<file path="src/hw/rtl/rsnh_ram.sv">
// Generic single-write, single-read RAM with registered read data.
module rsnh_ram #(
    parameter int WIDTH = 8,
    parameter int DEPTH = 16,
    localparam int AW = (DEPTH > 1) ? $clog2(DEPTH) : 1
) (
    input  logic                  i_clk,
    input  logic                  i_we,
    input  logic [AW-1:0]         i_waddr,
    input  logic [WIDTH-1:0]      i_wdata,
    input  logic [AW-1:0]         i_raddr,
    output logic [WIDTH-1:0]      o_rdata
);
    logic [WIDTH-1:0] r_mem [DEPTH];
    logic [WIDTH-1:0] r_rdata;

    always_ff @(posedge i_clk) begin
        if (i_we) begin
            r_mem[i_waddr] <= i_wdata;
        end
        r_rdata <= r_mem[i_raddr];
    end

    assign o_rdata = r_rdata;
endmodule

</file>
<file path="config.mk">
export PLATFORM = sky130hd
export DESIGN_NAME = rsnh_ram
export DESIGN_NICKNAME = d
export VERILOG_FILES = /design/src/hw/rtl/rsnh_ram.sv
export SDC_FILE = /design/constraint.sdc
export NUM_CORES = 1
export LEC_CHECK = 0
export BUFFER_PORTS_ARGS = -buffer_cell sky130_fd_sc_hd__buf_2
export CAP_MARGIN = 30
export CELL_PAD_IN_SITES_DETAIL_PLACEMENT = 1
export CELL_PAD_IN_SITES_GLOBAL_PLACEMENT = 2
export CORE_MARGIN = 2
export CORE_UTILIZATION = 50
export CTS_CLUSTER_DIAMETER = 30
export DETAILED_ROUTE_END_ITERATION = 8
export HOLD_SLACK_MARGIN = 0.1
export PLACE_DENSITY_LB_ADDON = 0.1
export SYNTH_ARGS = -nofsm -noshare
export SYNTH_HDL_FRONTEND = slang
export SYNTH_SLANG_ARGS = --single-unit
</file>
<file path="constraint.sdc">
create_clock -name i_clk -period 5.3 [get_ports i_clk]
set_input_delay 0.795 -clock i_clk [delete_from_list [all_inputs] [get_ports i_clk]]
set_output_delay 0.795 -clock i_clk [all_outputs]
set_load 0.005 [all_outputs]
</file>
; ---- After elaboration in Yosys (flattened, before gate mapping)
; Memory sizes are Yosys's and may differ from the RTL's. A register that Yosys moved wholly into a read port is not among the register bits.
; Cells that the tools add are included.
[word_totals]
latchBits = 0
mem_bits_ro = 0
memories = 1
out_inout_bits = 8
regBits = 0
elab_cells = 3
inputBits = 18
ram_bits = 128
[op_classes]
n_mux = 2
shift = 0
div_mod_pow = 0
eq_ne = 0
n_lt_le_gt_ge = 0
add_sub_neg = 0
multipliers = 0
n_bitwise = 0
n_reduce_logical = 0
[memory_table]
columns = memory, words, word_bits, read_ports, rd_clocked_by_memory_dff, wr, line
row1 = r_mem, 16, 8, 1, 1, 1, 14  ; logic [WIDTH-1:0] r_mem [DEPTH];
[ops]
columns = op, n
row1 = 1-bit two-way mux, 2

; ---- Depth between registers and ports, before layout
[logic_depth]
depth_word = 2
depth_mapped = 5
mapped_depth_nobuf = 3

; ---- Worst setup path after synthesis
; Ideal clock, no wire load.
[synth_path]
path_kind = input port to flip-flop
from = input i_waddr[2]
to = memory r_mem[0][0] (enable)
path_buffers = 0
path_stages = 2
t_required_ns = 4.917
arrival_ns = 1.905
setup_ns = 0.383
slack_ns = 3.012
path_cell_list = or3b_2 nor3_1
[synth_lines]
columns = item, line
row1 = from (decl), 9  ; input logic [AW-1:0] i_waddr,
row2 = to (decl), 14
; No word-level cell before the write port.

; ---- Worst setup path after layout
[layout_path]
from = input i_waddr[2]
to = memory r_mem[0][1] (enable)
; No word-level cell before the write port.

==> results.md <==
* Worst Path Buf+Inv at 2
* # setup viols final at 0
* Endpoint class of the critical path: flop
* Initial antenna violation count at 0
* Syn Area/Cell at 22.5 um2
* Distinct cells, synth at 19
* DRC at 0
* Max Transition Viols Final at 0
* Fin nets at 287
* Ys async rst share at 0%
* Ant diodes at 0
* Endpoints failing hold at 0
* DP HPWL at 6.33 mm
* Worst slack, placed at 2690 ps
* Post-synthesis cell area at 0.00515 mm2
* Cell Chain, Critical Path: buf_2 > or3b_2 > nor3_1 > buf_2
* Leak pwr at 2.03 nW
* Share of cells above drive strength 1 at 28.4%
* P_sw at 0.508 mW
* Synth area leaders: edfxtp_1 (75%), mux4_2 (7.9%), mux4_1 (7.1%)
* Maximum fanout along the worst path at 5
* H-tree depth at 4
* Most common cell in the synthesized netlist: edfxtp_1
* Port-buffer cells at 25
* Routability cong. at 0.737
* Critical path's most frequent cell: buf_2
* Critical path class: input port to flop
* Initial Utilization at 50.8%
* Hold/Removal Path Class: input port to flop
* Combinational power share at 4.1%
* PwrDens at 433 mW/mm2
* Die height at 105 um
* Status: completed
* YS warnings at 0
* Fin Setup TNS at 0 ps
* Final setup margin at 3210 ps
* Largest buffer count on any clock path at 2
* Final cell count without fillers at 418
* Sequential power share at 46.1%
* Clock power frac at 49.8%
* #FFs+latches synth at 136
* CTS tree: done
* Vias per cell at 5.86
* Mapped Cells at 229
* Synth top area share at 74.7%
* GRT overflow at 0
* Die Footprint at 0.0111 mm2
* # hold bufs at CTS at 0
* Synth area leader: edfxtp_1
* Slowest-stage cell, CP: nor3_1
* Tightest Pin Transition at 1000 ps
* Post-route ant nets at 0
* Largest net degree at the start of global routing at 33
* Reg2Reg Setup Slack at 3860 ps
* Vias in the first global route at 2551
* CP required at 5530 ps
* Cell area after layout at 0.00606 mm2
* Sw Ratio at 19.3%
* Root buffer cell: clkbuf_8
* Relative slew slack at 33.0%
* Cell row count at 37
* Number of detailed-route iterations in the first pass at 8
* Routed via count at 2450
* Crit path DAT at 2320 ps
* Area Overhead vs Synth at 17.7%
* Skew-Pair Late Insertion Delay at 520 ps
* Max Cap Viol at 0
* Total track usage at 21.5%
* RSZ-0062 raised after global routing: no
* WL/cell at 26.2 um
* Post-cts resize count at 0
* Core area at 0.0101 mm2
* Max Clock Skew at 6.42 ps
* VDD IR max at 232 uV
* Final min period at 2090 ps
* Placed Area at 0.00539 mm2
* Top FF cell, synth: edfxtp_1
* Initial DRC count at 215
* Synthesized net count at 247
* Max Clk Rate at 479 MHz
* Most frequent cells after synthesis: edfxtp_1 (128), mux4_2 (18), a22oi_1 (16)
* Power Internal at 2.12 mW
* Post-CTS Setup Inserts at 0
* Routed wire length at 11.0 mm
* I/O Pins at 26
* Cell family with most CP delay: simple AND/OR/NAND/NOR gates
* Placed Cells at 385
* Die Wd at 105 um
* Sequential area share after synthesis at 77.8%
* Clock-pin slew on the worst setup and hold paths at 60 ps
* Number of synthesized flops with an enable pin at 128
* CTS buffer count at 17
* Clock sink total at 136
* First-pass GRT wire length at 16.4 mm
* Crit share post-route at 39.4%
* Slowest stage delay, CP at 600 ps
* Critical Path Source Type: input port
worst register-to-register path, cell delays in order (launching register included):
cell and delay, ps:
edfxtp_1 400, mux4_2 480, a22oi_1 330, nand2_1 110
final timing paths:
path	startpoint	to	depth (start not counted)
worst max-delay path	i_waddr[2]	r_mem[0][1]	4
worst min-delay path	i_wdata[1]	r_mem[9][1]	1
worst max register to register	r_mem[3][7]	o_rdata[7]	3
worst min register to register	r_mem[8][5]	o_rdata[5]	3
cell families after synthesis:
logic type | Yosys count | share of synthesized area (%)
flip-flops | 136 | 77.8
AND/OR/NAND/NOR | 35 | 3.18
AO/OA/AOI/OAI | 16 | 2.33
multiplexers | 32 | 15.0
buffers and inverters | 10 | 1.68
per-layer routing:
layer / wire (um) / global-route usage (%) / up-vias
li1: - / - / 1056
met1: 4840 / 30.9 / 1302
met2: 5360 / 33.1 / 81
met3: 643 / 4.70 / 11
met4: 118 / 7.14 / 0
met5: 0 / 0 / -
through the flow:
step | hold slack, ps | power [mW] | util, %
after global placement | 657 | 1.34 | 53.1
final | 662 | 2.63 | 59.8
after floorplan | 629 | 1.29 | -
after global routing | 669 | 2.69 | 59.8
after detailed placement | 665 | 1.34 | 53.2
after CTS | 650 | 2.65 | 59.7
flip-flops by register name, summed over array words and instances (netlist names):
register / flops
r_mem: 128
o_rdata: 8
layout make-up:
cell class | count | area (um2)
Clock buffer | 20 | 435
Timing Repair Buffer | 31 | 168
Tap cell | 136 | 170
Fill cell | 858 | 4080
Sequential cell | 136 | 4000
Clock inverter | 12 | 224
Multi-Input combinational cell | 83 | 1060
power groups by stage:
stage,sequential [mW],combinational (mW),clock [mW]
after floorplan,1.23,0.0610,0
after global placement,1.23,0.105,0
after detailed placement,1.23,0.108,0
after CTS,1.21,0.110,1.32
after global routing,1.21,0.118,1.36
final,1.21,0.107,1.31
cells in the final DEF, fill, tap and decap left out, drive strengths merged:
master / instances
mux4: 32
clkbuf: 20
nor2b: 1
bufinv: 6
edfxtp: 128
nand3b: 2
buf: 31
and2b: 1
nand2b: 2
nor2: 13
nand3: 1
clkinvlp: 4
dfxtp: 8
or3b: 1
a22oi: 16
and2: 1
nand2: 9
clkinv: 2
nor3: 4
No activity file was read; power rests on OpenSTA's default activity.
